### src/hw/rtl/bbe_pkg.sv
// Shared types, constants and the divider reciprocal table for the 3x3 box blur.
package bbe_pkg;

	localparam int CH_W       = 8;
	localparam int PIX_W      = 3 * CH_W;
	localparam int SUM_W      = 12;
	localparam int CNT_W      = 4;
	localparam int DIV_X_W    = 13;
	localparam int RECIP_W    = 18;
	localparam int RECIP_SHIFT = 18;
	localparam int PROD_W     = DIV_X_W + RECIP_W;

	localparam int FW_W       = 11;
	localparam int FH_W       = 16;
	localparam int CFG_IDX_W  = 1;
	localparam int CFG_DATA_W = 16;

	localparam logic [FW_W-1:0] FW_RESET = 11'd640;
	localparam logic [FH_W-1:0] FH_RESET = 16'd480;

	localparam logic [CFG_IDX_W-1:0] REG_FRAME_WIDTH  = 1'b0;
	localparam logic [CFG_IDX_W-1:0] REG_FRAME_HEIGHT = 1'b1;

	typedef enum logic {
		OP_PIXEL = 1'b0,
		OP_DRAIN = 1'b1
	} bbe_op_t;

	// Per-item decisions taken when the item enters the front.
	typedef struct packed {
		logic emit;
		logic fend;
		logic col_lo;
		logic col_hi;
		logic row_lo;
		logic row_hi;
	} bbe_ctl_t;

	// Masked window sums handed from front to back.
	typedef struct packed {
		logic [SUM_W-1:0] sum_r;
		logic [SUM_W-1:0] sum_g;
		logic [SUM_W-1:0] sum_b;
		logic [CNT_W-1:0] cnt;
		logic             fend;
	} bbe_job_t;

	typedef struct packed {
		logic [CH_W-1:0] red;
		logic [CH_W-1:0] green;
		logic [CH_W-1:0] blue;
		logic            fend;
	} bbe_res_t;

	localparam int JOB_W = $bits(bbe_job_t);
	localparam int RES_W = $bits(bbe_res_t);

	// ceil(2^18 / (2*cnt)); exact floor division for every dividend below 2^13.
	function automatic logic [RECIP_W-1:0] bbe_recip(input logic [CNT_W-1:0] cnt);
		logic [RECIP_W-1:0] r;
		unique case (cnt)
			4'd1:    r = 18'd131072;
			4'd2:    r = 18'd65536;
			4'd3:    r = 18'd43691;
			4'd4:    r = 18'd32768;
			4'd6:    r = 18'd21846;
			4'd9:    r = 18'd14564;
			default: r = '0;
		endcase
		return r;
	endfunction

endpackage

### src/hw/rtl/bbe_back.sv
// Back: rounded mean per channel by reciprocal multiply, two stages.
module bbe_back import bbe_pkg::*; (
	input  logic     clk,
	input  logic     arst_n,
	input  logic     job_valid,
	input  bbe_job_t job,
	output logic     job_pop,
	input  logic     res_full,
	output logic     res_push,
	output bbe_res_t res
);

	logic               valid_s1, valid_s2;
	logic [DIV_X_W-1:0] x_r_s1, x_g_s1, x_b_s1;
	logic [RECIP_W-1:0] recip_s1;
	logic               fend_s1;
	bbe_res_t           res_s2;
	logic [PROD_W-1:0]  prod_r, prod_g, prod_b;
	logic               s1_ready, s2_ready;

	assign s2_ready = !valid_s2 || !res_full;
	assign s1_ready = !valid_s1 || s2_ready;
	assign job_pop  = job_valid && s1_ready;
	assign res_push = valid_s2 && !res_full;
	assign res      = res_s2;

	always_ff @(posedge clk or negedge arst_n) begin
		if (!arst_n) begin
			valid_s1 <= 1'b0;
			valid_s2 <= 1'b0;
		end else begin
			if (s1_ready) begin
				valid_s1 <= job_valid;
			end
			if (s2_ready) begin
				valid_s2 <= valid_s1;
			end
		end
	end

	// Dividend 2*sum+cnt, divisor 2*cnt folded into the reciprocal.
	always_ff @(posedge clk) begin
		if (job_pop) begin
			x_r_s1   <= (DIV_X_W'(job.sum_r) << 1) + DIV_X_W'(job.cnt);
			x_g_s1   <= (DIV_X_W'(job.sum_g) << 1) + DIV_X_W'(job.cnt);
			x_b_s1   <= (DIV_X_W'(job.sum_b) << 1) + DIV_X_W'(job.cnt);
			recip_s1 <= bbe_recip(job.cnt);
			fend_s1  <= job.fend;
		end
	end

	assign prod_r = PROD_W'(x_r_s1) * PROD_W'(recip_s1);
	assign prod_g = PROD_W'(x_g_s1) * PROD_W'(recip_s1);
	assign prod_b = PROD_W'(x_b_s1) * PROD_W'(recip_s1);

	always_ff @(posedge clk) begin
		if (valid_s1 && s2_ready) begin
			res_s2.red   <= prod_r[RECIP_SHIFT +: CH_W];
			res_s2.green <= prod_g[RECIP_SHIFT +: CH_W];
			res_s2.blue  <= prod_b[RECIP_SHIFT +: CH_W];
			res_s2.fend  <= fend_s1;
		end
	end

endmodule

### config.mk
export PLATFORM = sky130hd
export DESIGN_NAME = bbe_back
export DESIGN_NICKNAME = d
export VERILOG_FILES = /design/src/hw/rtl/bbe_pkg.sv /design/src/hw/rtl/bbe_back.sv
export SDC_FILE = /design/constraint.sdc
export NUM_CORES = 1
export LEC_CHECK = 0
export BUFFER_PORTS_ARGS = -buffer_cell sky130_fd_sc_hd__clkbuf_2
export CORE_MARGIN = 2
export CORE_UTILIZATION = 70
export DETAILED_ROUTE_END_ITERATION = 16
export HOLD_SLACK_MARGIN = 0.08
export PLACE_DENSITY = 0.93
export SYNTH_ARGS = -nofsm -noshare
export SYNTH_HDL_FRONTEND = slang
export SYNTH_SLANG_ARGS = --single-unit
### constraint.sdc
create_clock -name clk -period 9 [get_ports clk]
set_input_delay 0 -clock clk [delete_from_list [all_inputs] [get_ports clk]]
set_output_delay 0 -clock clk [all_outputs]
set_load 0.02 [all_outputs]
==> impl_metrics.json <==
{
  "io_buffers": 71,
  "synth_area_leaders": "fa_1, inv_1, edfxtp_1, ha_1, and2_1",
  "async_flop_share_pct": 2.74,
  "drc": 0,
  "synthAdderAreaFrac_pct": 56.9,
  "clkSinkCount": 73,
  "row_count": 61,
  "die_w_um": 171,
  "cts_buffers": 9,
  "synth-xor-area-share_pct": 3.60,
  "pre_cts_ws_ps": 2860,
  "netlist_instances": 2008,
  "rsz0062_at_grt": "no",
  "cpLargestDelayFamily": "adder cells",
  "synth_mux_area_share_pct": 0,
  "htree_levels": 3,
  "cts_post_setup_buffers_inserted": 0,
  "vias": 14100,
  "crit_buf_inv": 5,
  "arrival_ps": 6350,
  "tns_ps": 0,
  "critical_path.most_common_cell": "fa_1",
  "hold_path_class": "in -> reg",
  "io_pins": 72,
  "critPathMaxStageDelay_ps": 740,
  "worstSetupStartpointType": "flop",
  "slowest_stage": "edfxtp_1",
  "syn-num-nets": 2668,
  "yosys_warnings": 0,
  "drive_gt1_share_pct": 5.14,
  "yosysTopAreaCell": "fa_1",
  "die_h_um": 171,
  "powerDensity_nw_per_um2": 333,
  "track_usage_pct": 37.8,
  "clock_latency_ps": 380,
  "grt_pass1_wl_mm": 81.7,
  "ys_seq_area_share_pct": 11.2,
  "clk_pin_slew_ps": 70,
  "final_cell_mix": "inv_1, fa_1, ha_1",
  "final_common_cell": "inv_1",
  "place.gp.congestion": 1.02,
  "synth_top_family_by_area": "adder cells",
  "ys_seq_elements": 73,
  "crit_chain": "buf_4 > and2_1 > inv_1 > fa_1 > inv_1 > fa_1 > fa_1 > fa_1 > inv_1 > fa_1 > inv_1 > ha_1 > o21ai_0 > a221oi_1 > a2111oi_2 > a2bb2oi_2 > nand3_1 > a31oi_1 > xnor2_1",
  "setup_viol": 0,
  "core_area_um2": 27600,
  "overflow": 0,
  "r2r_slack_ps": 2760,
  "synth_edf_count": 71,
  "drt_iter0_drc": 1013,
  "maxCapViolCount": 0,
  "crit_fanout": 21,
  "skew_ps": 12.3,
  "cts_tree": "done",
  "synthDistinctLibCells": 52,
  "maxSlewViolCount": 0,
  "dp.final_hpwl_mm": 41.3,
  "fin_crit_ps": 6240,
  "synth_compound_area_share_pct": 3.74,
  "ir_drop_mv": 0.463,
  "syn_area_um2": 19400,
  "worst_slack_ps": 2760,
  "clockBufferDepth": 2,
  "p_leak_nw": 11.3,
  "power_mw": 7.01,
  "first_global_vias": 15893,
  "nets": 2775,
  "drt.antenna.violating_nets": 0,
  "relSlewSlack_pct": 13.7,
  "cts-root-buf": "clkbuf_16",
  "path_class": "reg -> reg",
  "cts_hold_buffers": 49,
  "n_fill_cell": 1779,
  "grt_antenna_before_repair": 1,
  "finalHoldViolCount": 0,
  "worstMarginPinSlew_ps": 1290,
  "ctsResizeCount": 0,
  "wl_mm": 50.6,
  "multi_input_area_um2": 14500,
  "syn_avg_cell_area_um2": 9.69,
  "ys_dominant_reg_cell": "edfxtp_1",
  "vias_per_cell": 5.64,
  "endpoint_kind": "flop",
  "regArea_um2": 2180,
  "start_util_pct": 70.6,
  "required_ps": 9120,
  "synth-simple-area-share_pct": 10.2,
  "period_share_pct": 69.3,
  "die_area_um2": 29100,
  "timing.fmax_ghz": 0.160,
  "status": "complete, no violations",
  "area_delta_synth_final_pct": 8.12,
  "wl_per_cell_um": 20.2,
  "yosys.area.top_type_share_pct": 46.3,
  "grt_max_degree": 48,
  "first_pass_iters": 5
}
## logic make-up (layout without fill, tap and decap cells)
logic type | Yosys count | count (layout)
AOI/OAI and AO/OA | 109 | 109
xor gates and xnor gates | 80 | 80
adders and majority gates | 615 | 615
buffers and inverters | 739 | 851
DFF | 73 | 73
other | 0 | 1
and+or+nand+nor | 392 | 392
## sequential cells by signal, summed over array words and instances, names as in the netlist
name      flops
res          25
fend_s1       1
valid_s1      1
valid_s2      1
x_b_s1       12
x_r_s1       13
x_g_s1       12
recip_s1      8
## per-stage QoR
step / util, % / instance area (um^2) / instances / hold WS [ps]
after floorplan: - / 19400 / 2008 / -296
after global placement: 73.4 / 20200 / 2433 / -214
after detailed placement: 73.4 / 20200 / 2433 / -210
after CTS: 76.3 / 21000 / 2498 / 99.0
after global routing: 76.3 / 21000 / 2499 / 109
final: 76.3 / 21000 / 2499 / 104
## power by group
part	internal, mW	switching (mW)	leakage (nW)	total [mW]
clock network	0.221	0.190	0.153	0.411
logic	2.48	3.42	10.4	5.89
registers	0.640	0.0630	0.706	0.703
total	3.34	3.67	11.3	7.01
## path summary, 6_finish.rpt
kind | from | endpoint | cells after the start
setup / recovery | recip_s1[12] | res[21] | 19
hold / removal | job[3] | recip_s1[16] | 2
setup reg to reg | recip_s1[12] | res[21] | 19
hold reg to reg | fend_s1 | res[0] | 0
max in group asynchronous | arst_n | valid_s2 | 3
min in group asynchronous | arst_n | valid_s1 | 3
## metal layers
layer	track usage, %	vias to the layer above	wire (um)	part of all wire [%]
li1	-	6020	-	-
met1	45.6	7093	18100	36
met2	65.2	767	25600	51
met3	6.96	220	3980	7.9
met4	19.3	0	2890	5.7
met5	0	-	0	0
## synth_stat cells, types with 2 or more instances
| cell type | count |
|---|---|
| o21bai_1 | 3 |
| edfxtp_1 | 71 |
| a31oi_1 | 3 |
| and2_1 | 139 |
| and3_1 | 3 |
| nand3_1 | 21 |
| or2_2 | 2 |
| and4_1 | 3 |
| nand4b_1 | 2 |
| nor2_1 | 28 |
| a31o_2 | 2 |
| fa_1 | 450 |
| clkbuf_1 | 30 |
| nand4_1 | 17 |
| o21ai_0 | 20 |
| xnor2_1 | 56 |
| o2111ai_1 | 2 |
| nor2b_1 | 7 |
| xor2_1 | 24 |
| nor3_1 | 4 |
| a221oi_1 | 3 |
| o31ai_1 | 2 |
| nand2_1 | 155 |
| a21oi_1 | 34 |
| inv_1 | 707 |
| ha_1 | 165 |
| nand2b_1 | 5 |
| dfrtp_1 | 2 |
| o211ai_1 | 2 |
| a211oi_1 | 4 |
| a21o_1 | 20 |
| or3_1 | 2 |
## final cells by class
type | instances | share of cell area, %
multi-input combinational | 1196 | 69.0
inverter | 707 | 12.6
sequential | 73 | 10.4
timing repair buffer | 128 | 4.31
tap | 378 | 2.25
clock buffer | 9 | 1.07
clock inverter | 7 | 0.405
antenna | 1 | 0.0119
Power figures use the tool's default switching activity.
