[src/hw/rtl/bbe_pkg.sv]
// Shared types, constants and the divider reciprocal table for the 3x3 box blur.
package bbe_pkg;

	localparam int CH_W       = 8;
	localparam int PIX_W      = 3 * CH_W;
	localparam int SUM_W      = 12;
	localparam int CNT_W      = 4;
	localparam int DIV_X_W    = 13;
	localparam int RECIP_W    = 18;
	localparam int RECIP_SHIFT = 18;
	localparam int PROD_W     = DIV_X_W + RECIP_W;

	localparam int FW_W       = 11;
	localparam int FH_W       = 16;
	localparam int CFG_IDX_W  = 1;
	localparam int CFG_DATA_W = 16;

	localparam logic [FW_W-1:0] FW_RESET = 11'd640;
	localparam logic [FH_W-1:0] FH_RESET = 16'd480;

	localparam logic [CFG_IDX_W-1:0] REG_FRAME_WIDTH  = 1'b0;
	localparam logic [CFG_IDX_W-1:0] REG_FRAME_HEIGHT = 1'b1;

	typedef enum logic {
		OP_PIXEL = 1'b0,
		OP_DRAIN = 1'b1
	} bbe_op_t;

	// Per-item decisions taken when the item enters the front.
	typedef struct packed {
		logic emit;
		logic fend;
		logic col_lo;
		logic col_hi;
		logic row_lo;
		logic row_hi;
	} bbe_ctl_t;

	// Masked window sums handed from front to back.
	typedef struct packed {
		logic [SUM_W-1:0] sum_r;
		logic [SUM_W-1:0] sum_g;
		logic [SUM_W-1:0] sum_b;
		logic [CNT_W-1:0] cnt;
		logic             fend;
	} bbe_job_t;

	typedef struct packed {
		logic [CH_W-1:0] red;
		logic [CH_W-1:0] green;
		logic [CH_W-1:0] blue;
		logic            fend;
	} bbe_res_t;

	localparam int JOB_W = $bits(bbe_job_t);
	localparam int RES_W = $bits(bbe_res_t);

	// ceil(2^18 / (2*cnt)); exact floor division for every dividend below 2^13.
	function automatic logic [RECIP_W-1:0] bbe_recip(input logic [CNT_W-1:0] cnt);
		logic [RECIP_W-1:0] r;
		unique case (cnt)
			4'd1:    r = 18'd131072;
			4'd2:    r = 18'd65536;
			4'd3:    r = 18'd43691;
			4'd4:    r = 18'd32768;
			4'd6:    r = 18'd21846;
			4'd9:    r = 18'd14564;
			default: r = '0;
		endcase
		return r;
	endfunction

endpackage

[src/hw/rtl/bbe_fifo.sv]
// Small register queue used between front and back and on the result side.
module bbe_fifo import bbe_pkg::*; #(
	parameter int WIDTH = 8,
	parameter int DEPTH = 2
) (
	input  logic             clk,
	input  logic             arst_n,
	input  logic             push,
	input  logic [WIDTH-1:0] wdata,
	output logic             full,
	input  logic             pop,
	output logic [WIDTH-1:0] rdata,
	output logic             empty
);

	localparam int PW = (DEPTH > 1) ? $clog2(DEPTH) : 1;
	localparam int CW = $clog2(DEPTH + 1);
	localparam logic [PW-1:0] LAST = PW'(DEPTH - 1);
	localparam logic [CW-1:0] FULL_CNT = CW'(DEPTH);

	logic [WIDTH-1:0] store_q [DEPTH];
	logic [PW-1:0]    wr_ptr_q;
	logic [PW-1:0]    rd_ptr_q;
	logic [CW-1:0]    count_q;

	assign full  = (count_q == FULL_CNT);
	assign empty = (count_q == '0);
	assign rdata = store_q[rd_ptr_q];

	always_ff @(posedge clk) begin
		if (push) begin
			store_q[wr_ptr_q] <= wdata;
		end
	end

	always_ff @(posedge clk or negedge arst_n) begin
		if (!arst_n) begin
			wr_ptr_q <= '0;
			rd_ptr_q <= '0;
			count_q  <= '0;
		end else begin
			if (push) begin
				wr_ptr_q <= (wr_ptr_q == LAST) ? '0 : wr_ptr_q + PW'(1);
			end
			if (pop) begin
				rd_ptr_q <= (rd_ptr_q == LAST) ? '0 : rd_ptr_q + PW'(1);
			end
			if (push && !pop) begin
				count_q <= count_q + CW'(1);
			end else if (pop && !push) begin
				count_q <= count_q - CW'(1);
			end
		end
	end

`ifndef SYNTH
	a_fill_shows: assert property (@(posedge clk) disable iff (!arst_n)
		(push && !pop) |=> !empty)
		else $error("queue still empty after a write");
	a_last_drains: assert property (@(posedge clk) disable iff (!arst_n)
		(pop && !push && count_q == CW'(1)) |=> empty)
		else $error("queue not empty after its last entry left");
	a_count_bound: assert property (@(posedge clk) disable iff (!arst_n)
		count_q <= FULL_CNT)
		else $error("queue count beyond depth");
`endif

endmodule

[config.mk]
export PLATFORM = sky130hd
export DESIGN_NAME = bbe_fifo
export DESIGN_NICKNAME = d
export VERILOG_FILES = /design/src/hw/rtl/bbe_pkg.sv /design/src/hw/rtl/bbe_fifo.sv
export SDC_FILE = /design/constraint.sdc
export NUM_CORES = 1
export LEC_CHECK = 0
export ABC_AREA = 0
export BUFFER_PORTS_ARGS = -buffer_cell sky130_fd_sc_hd__buf_4
export CAP_MARGIN = 20
export CORE_UTILIZATION = 40
export CTS_CLUSTER_SIZE = 28
export DETAILED_ROUTE_END_ITERATION = 16
export GPL_TIMING_DRIVEN = 1
export PLACE_DENSITY_LB_ADDON = 0.2
export SKIP_CTS_REPAIR_TIMING = 1
export SYNTH_ARGS = -nofsm -noshare
export SYNTH_HDL_FRONTEND = slang
export SYNTH_SLANG_ARGS = --single-unit
[constraint.sdc]
create_clock -name clk -period 2.95 [get_ports clk]
set_input_delay 0.885 -clock clk [delete_from_list [all_inputs] [get_ports clk]]
set_output_delay 0.885 -clock clk [all_outputs]
set_load 0.005 [all_outputs]
==> impl_metrics.yaml, run 1 <==
run_status:
  status: "finished clean"
synthesis:
  synth.net_count: 54
  ys_ff_latch: 20
  yosys_warnings: 0
  ys_seq_area_share_pct: 75.3
  synth_cell_type_count: 12
  syn-instance-count: 41
  avgSynthCellArea_sq_um: 18.8
  syn_area_sq_um: 771
timing:
  setup_viol: 0
  maxSlewViolCount: 0
  hold_violations: 0
  fin_crit_sh_pct: 77.2
  final.setup.tns_ns: 0
  fin_crit_ns: 2.28
  fin_worst_skew_ns: 0.00412
  grt_setup_unrepaired: "false"
  tightest_slew_ns: 0.662
  fin_ws_ns: 0.674
  max_freq_ghz: 0.439
  slew_headroom_pct: 55.8
layout:
  fin_area_sq_um: 975
  fillers: 169
  synthToLayoutAreaGrowth_pct: 26.5
  fin_nets: 79
  multi_input_area_sq_um: 175
  antenna_cells: 0
  final_cells: 90
  regArea_sq_um: 581
  final_util_pct: 55.2
  layout-drive-gt1-share_pct: 50.8
grt:
  antenna_found_initial: 0
  grtUsageTotal_pct: 13.1
  grt_first_pass_wirelength_microns: 1860
  grt_pass1_vias: 415
  globalRouteOverflowTotal: 0
  grt_max_degree: 12
worst_setup_path:
  worstSetupPathType: "reg2out"
  endpoint: "rdata[4]"
  rr_worst_depth: 1
  r2r_start: "wr_ptr_q"
  worstSetupStartpoint: "rd_ptr_q"
  cp-start-kind: "register"
  arrival_ns: 1.39
  rr_endpoint: "store_q[0][2]"
  path_max_fanout: 9
  cp_data_required_time_ns: 2.07
  end_kind: "primary output"
  r2r_slack_ns: 1.64
routing:
  dr.pass1.iters: 2
  dr_total_vias: 405
  ant_nets: 0
  drc_errors: 0
  wire_per_inst_microns: 12.4
  totalWireLength_microns: 1110
  vias_per_cell: 4.50
  drtIter0Drc: 3
pwr:
  peakVddDrop_uv: 480
  powerDensity_mw_per_mm2: 828
  power.leakage_nw: 0.393
place:
  globalplace.congestion: 0.699
  place_area_sq_um: 948
  place_ws_ns: 0.973
  dp.cells: 86
  portBuffers: 21
  dp_hpwl_microns: 875
floorplanning:
  die_w_microns: 45.9
  top_level_ports: 22
  floorplan.rows: 15
  die-area_sq_mm: 0.00211
  die_h_microns: 45.9
  coreArea_sq_mm: 0.00176
  start_util_pct: 43.7
clock_tree:
  clock_sinks: 20
  tritoncts: "built"
  clk_latency_ns: 0.29
  cts_buffers: 3
  h-tree-depth: 1
  ctsRootBufferMaster: "clkbuf_4"
  clk_pin_slew_ns: 0.10
  cts_max_path_buffers: 2
min_path:
  hold_class: "in2async"
run:
  cap_violations: 0
[per-stage QoR]
step	hold WS, ns	power, mW
after floorplan	0.455	0.574
after global placement	0.479	0.683
after detailed placement	0.489	0.693
after CTS	0.357	0.824
after global routing	0.335	0.864
final	0.368	0.807
[synthesized netlist by cell type]
| master | count | share of area [%] |
|---|---|---|
| nor2b_1 | 1 | 0.81 |
| nor2_1 | 2 | 0.97 |
| inv_1 | 1 | 0.49 |
| buf_6 | 1 | 1.5 |
| xor2_1 | 4 | 4.5 |
| xnor2_1 | 1 | 1.1 |
| mux2_2 | 8 | 12 |
| and2_1 | 1 | 0.81 |
| edfxtp_1 | 16 | 62 |
| and2b_2 | 1 | 1.1 |
| ha_1 | 1 | 1.6 |
| dfrtp_1 | 4 | 13 |
[where the power goes]
| group | internal, mW | switching (mW) | total (mW) |
|---|---|---|---|
| Sequential | 0.384 | 0.0537 | 0.437 |
| Combinational | 0.157 | 0.0851 | 0.242 |
| Clock | 0.0526 | 0.0753 | 0.128 |
| Total | 0.593 | 0.214 | 0.807 |
[worst min-delay path by stage]
stage                     slack, ns          to       start  cells past startpoint
after detailed placement       0.49  count_q[1]  count_q[1]                      1
after CTS                      0.36  count_q[1]      arst_n                      1
after global routing           0.34    rd_ptr_q      arst_n                      1
after floorplan                0.46    wr_ptr_q    wr_ptr_q                      1
after global placement         0.48    wr_ptr_q    wr_ptr_q                      1
final                          0.37    rd_ptr_q      arst_n                      1
[flip-flops by register name, indices dropped and copies added, names as in the netlist]
| name | cells |
|---|---|
| count_q | 2 |
| rd_ptr_q | 1 |
| store_q | 16 |
| wr_ptr_q | 1 |
[layer usage]
metal | vias to the layer above | part of all wire, % | GRT usage, %
met3 | 2 | 5.4 | 3.57
met1 | 191 | 37 | 14.9
met5 | - | 0 | 0
met2 | 14 | 56 | 23.7
met4 | 0 | 1.2 | 3.53
li1 | 198 | - | -
[layout make-up]
cell class              instances  share of cell area [%]
clock buffers                   4                    2.70
inverters                       1                   0.385
multi-input cells              19                    18.0
flip-flops and latches         20                    59.6
well taps                      25                    3.21
repair buffers                 21                    16.2
[kinds of logic (layout without fill, tap and decap cells)]
logic type,after synthesis,after routing,synth area share [%]
buffers and inverters,2,26,1.95
adder cells (fa/ha/maj),1,1,1.62
multiplexers,8,8,11.7
AND/OR/NAND/NOR,5,5,3.74
XOR/XNOR,5,5,5.68
flip-flops,20,20,75.3
[placed cells by master (no fill, tap or decap)]
cell type and instances:
xnor2_1 1, nor2b_1 1, nor2_1 2, clkbuf_4 3, dfrtp_1 4, mux2_2 8, and2b_2 1, edfxtp_1 16
buf_4 21, clkbuf_1 1, inv_1 1, ha_1 1, xor2_1 4, and2_1 1
[critical path, stage by stage (launching register included)]
cell and delay (ns):
dfrtp_1 0.58, mux2_2 0.39, buf_4 0.14
No activity file was read; power rests on OpenSTA's default activity.
==> run 2: changes to the inputs <==
Clock period 2.95 ns to 2.18 ns, I/O delays scaled along.
==> run 2 against run 1 <==
Effect of this change: register-to-register slack lost 0.55 ns; critical path depth is the same; first-iteration DRC count increased by 33%; via count shrank 1.7%; critical endpoint is now rdata[0]; highest routed layer is now met3.
==> impl_metrics.yaml, run 2 (synthesis results as in run 1) <==
run_status:
  status: "finished clean"
grt:
  grt_max_degree: 12
  grt_first_pass_wirelength_microns: 1600
  globalRouteOverflowTotal: 0
  antenna_found_initial: 0
  grt_pass1_vias: 359
  grtUsageTotal_pct: 11.3
clock_tree:
  tritoncts: "built"
  cts_buffers: 3
  clock_sinks: 20
  cts_max_path_buffers: 2
  clk_latency_ns: 0.28
  ctsRootBufferMaster: "clkbuf_4"
  h-tree-depth: 1
  clk_pin_slew_ns: 0.10
timing:
  fin_worst_skew_ns: 0.00205
  grt_setup_unrepaired: "false"
  hold_violations: 0
  final.setup.tns_ns: 0
  tightest_slew_ns: 0.386
  fin_crit_sh_pct: 93.6
  max_freq_ghz: 0.490
  slew_headroom_pct: 74.3
  maxSlewViolCount: 0
  fin_crit_ns: 2.04
  setup_viol: 0
layout:
  largest_register_ffs: 16
  fin_nets: 80
  final_util_pct: 55.7
  antenna_cells: 0
  final_cells: 91
  final_common_cell: "buf_4"
  final_cell_mix: "buf_4, edfxtp_1, mux2_2"
  fillers: 165
  layout-drive-gt1-share_pct: 51.5
  reg_top3: "store_q x16, count_q x2"
  synthToLayoutAreaGrowth_pct: 27.4
  regMostFlops: "store_q"
worst_setup_path:
  critical_path_buf_inv_count: 1
  cp_top_family: "flip-flops"
  cp_slowest_cell: "dfrtp_1"
  arrival_ns: 1.39
  end_kind: "primary output"
  worstSetupPathType: "reg2out"
  cpPeakStageDelay_ns: 0.58
  cp-start-kind: "register"
  path_max_fanout: 9
  cp_cell_sequence: "mux2_2 > buf_4"
  cp_data_required_time_ns: 1.53
place:
  dp_hpwl_microns: 764
  globalplace.congestion: 0.721
  dp.cells: 87
  portBuffers: 21
min_path:
  hold_class: "in2async"
floorplanning:
  top_level_ports: 22
  die_h_microns: 45.9
  coreArea_sq_mm: 0.00176
  die_w_microns: 45.9
  floorplan.rows: 15
  die-area_sq_mm: 0.00211
  start_util_pct: 43.7
run:
  cap_violations: 0
pwr:
  power.leakage_nw: 0.398
  peakVddDrop_uv: 496
  powerDensity_mw_per_mm2: 1110
routing:
  vias_per_cell: 4.37
  dr_total_vias: 398
  drc_errors: 0
  dr.pass1.iters: 3
  totalWireLength_microns: 1020
  wire_per_inst_microns: 11.2
  ant_nets: 0
  drtIter0Drc: 4
-- run 2: layer usage --
metal  wire length [microns]  GRT usage (%)
met1                     439           12.5
met3                      39           3.57
met4                       0           5.29
met5                       0              0
met2                     537           19.4
-- run 2: power by group --
group / leakage [nW] / switching, mW / internal (mW)
clock network: 0.0150 / 0.100 / 0.0710
logic: 0.186 / 0.114 / 0.218
registers: 0.197 / 0.0700 / 0.518
total: 0.398 / 0.284 / 0.808
-- run 2: final timing paths --
check                           startpoint            end  slack (ns)  cells past startpoint
worst max-delay path              rd_ptr_q       rdata[0]        0.14                      2
worst min-delay path                arst_n     count_q[1]        0.14                      1
worst max register to register    wr_ptr_q  store_q[1][6]        1.09                      1
worst min register to register    wr_ptr_q       wr_ptr_q        0.49                      1
max in group asynchronous           arst_n       rd_ptr_q        1.94                      1
min in group clk                  wr_ptr_q       wr_ptr_q        0.49                      1
-- run 2: stage by stage --
step / cell area, sq um / hold WS, ns / worst slack (ns) / power, mW
final: 982 / 0.140 / 0.140 / 1.09
after detailed placement: 956 / 0.454 / 0.428 / 0.939
after floorplan: 771 / 0.358 / 0.733 / 0.777
after CTS: 982 / 0.129 / 0.0947 / 1.11
after global placement: 956 / 0.454 / 0.464 / 0.931
after global routing: 982 / 0.117 / 0.0326 / 1.16
-- run 2: layout make-up --
cell class	count	area, sq um	area share (%)
Sequential cell	20	581	59.1
Inverter	1	3.75	0.382
Multi-Input combinational cell	19	175	17.8
Tap cell	25	31.3	3.18
Timing Repair Buffer	22	165	16.8
Clock buffer	4	26.3	2.68
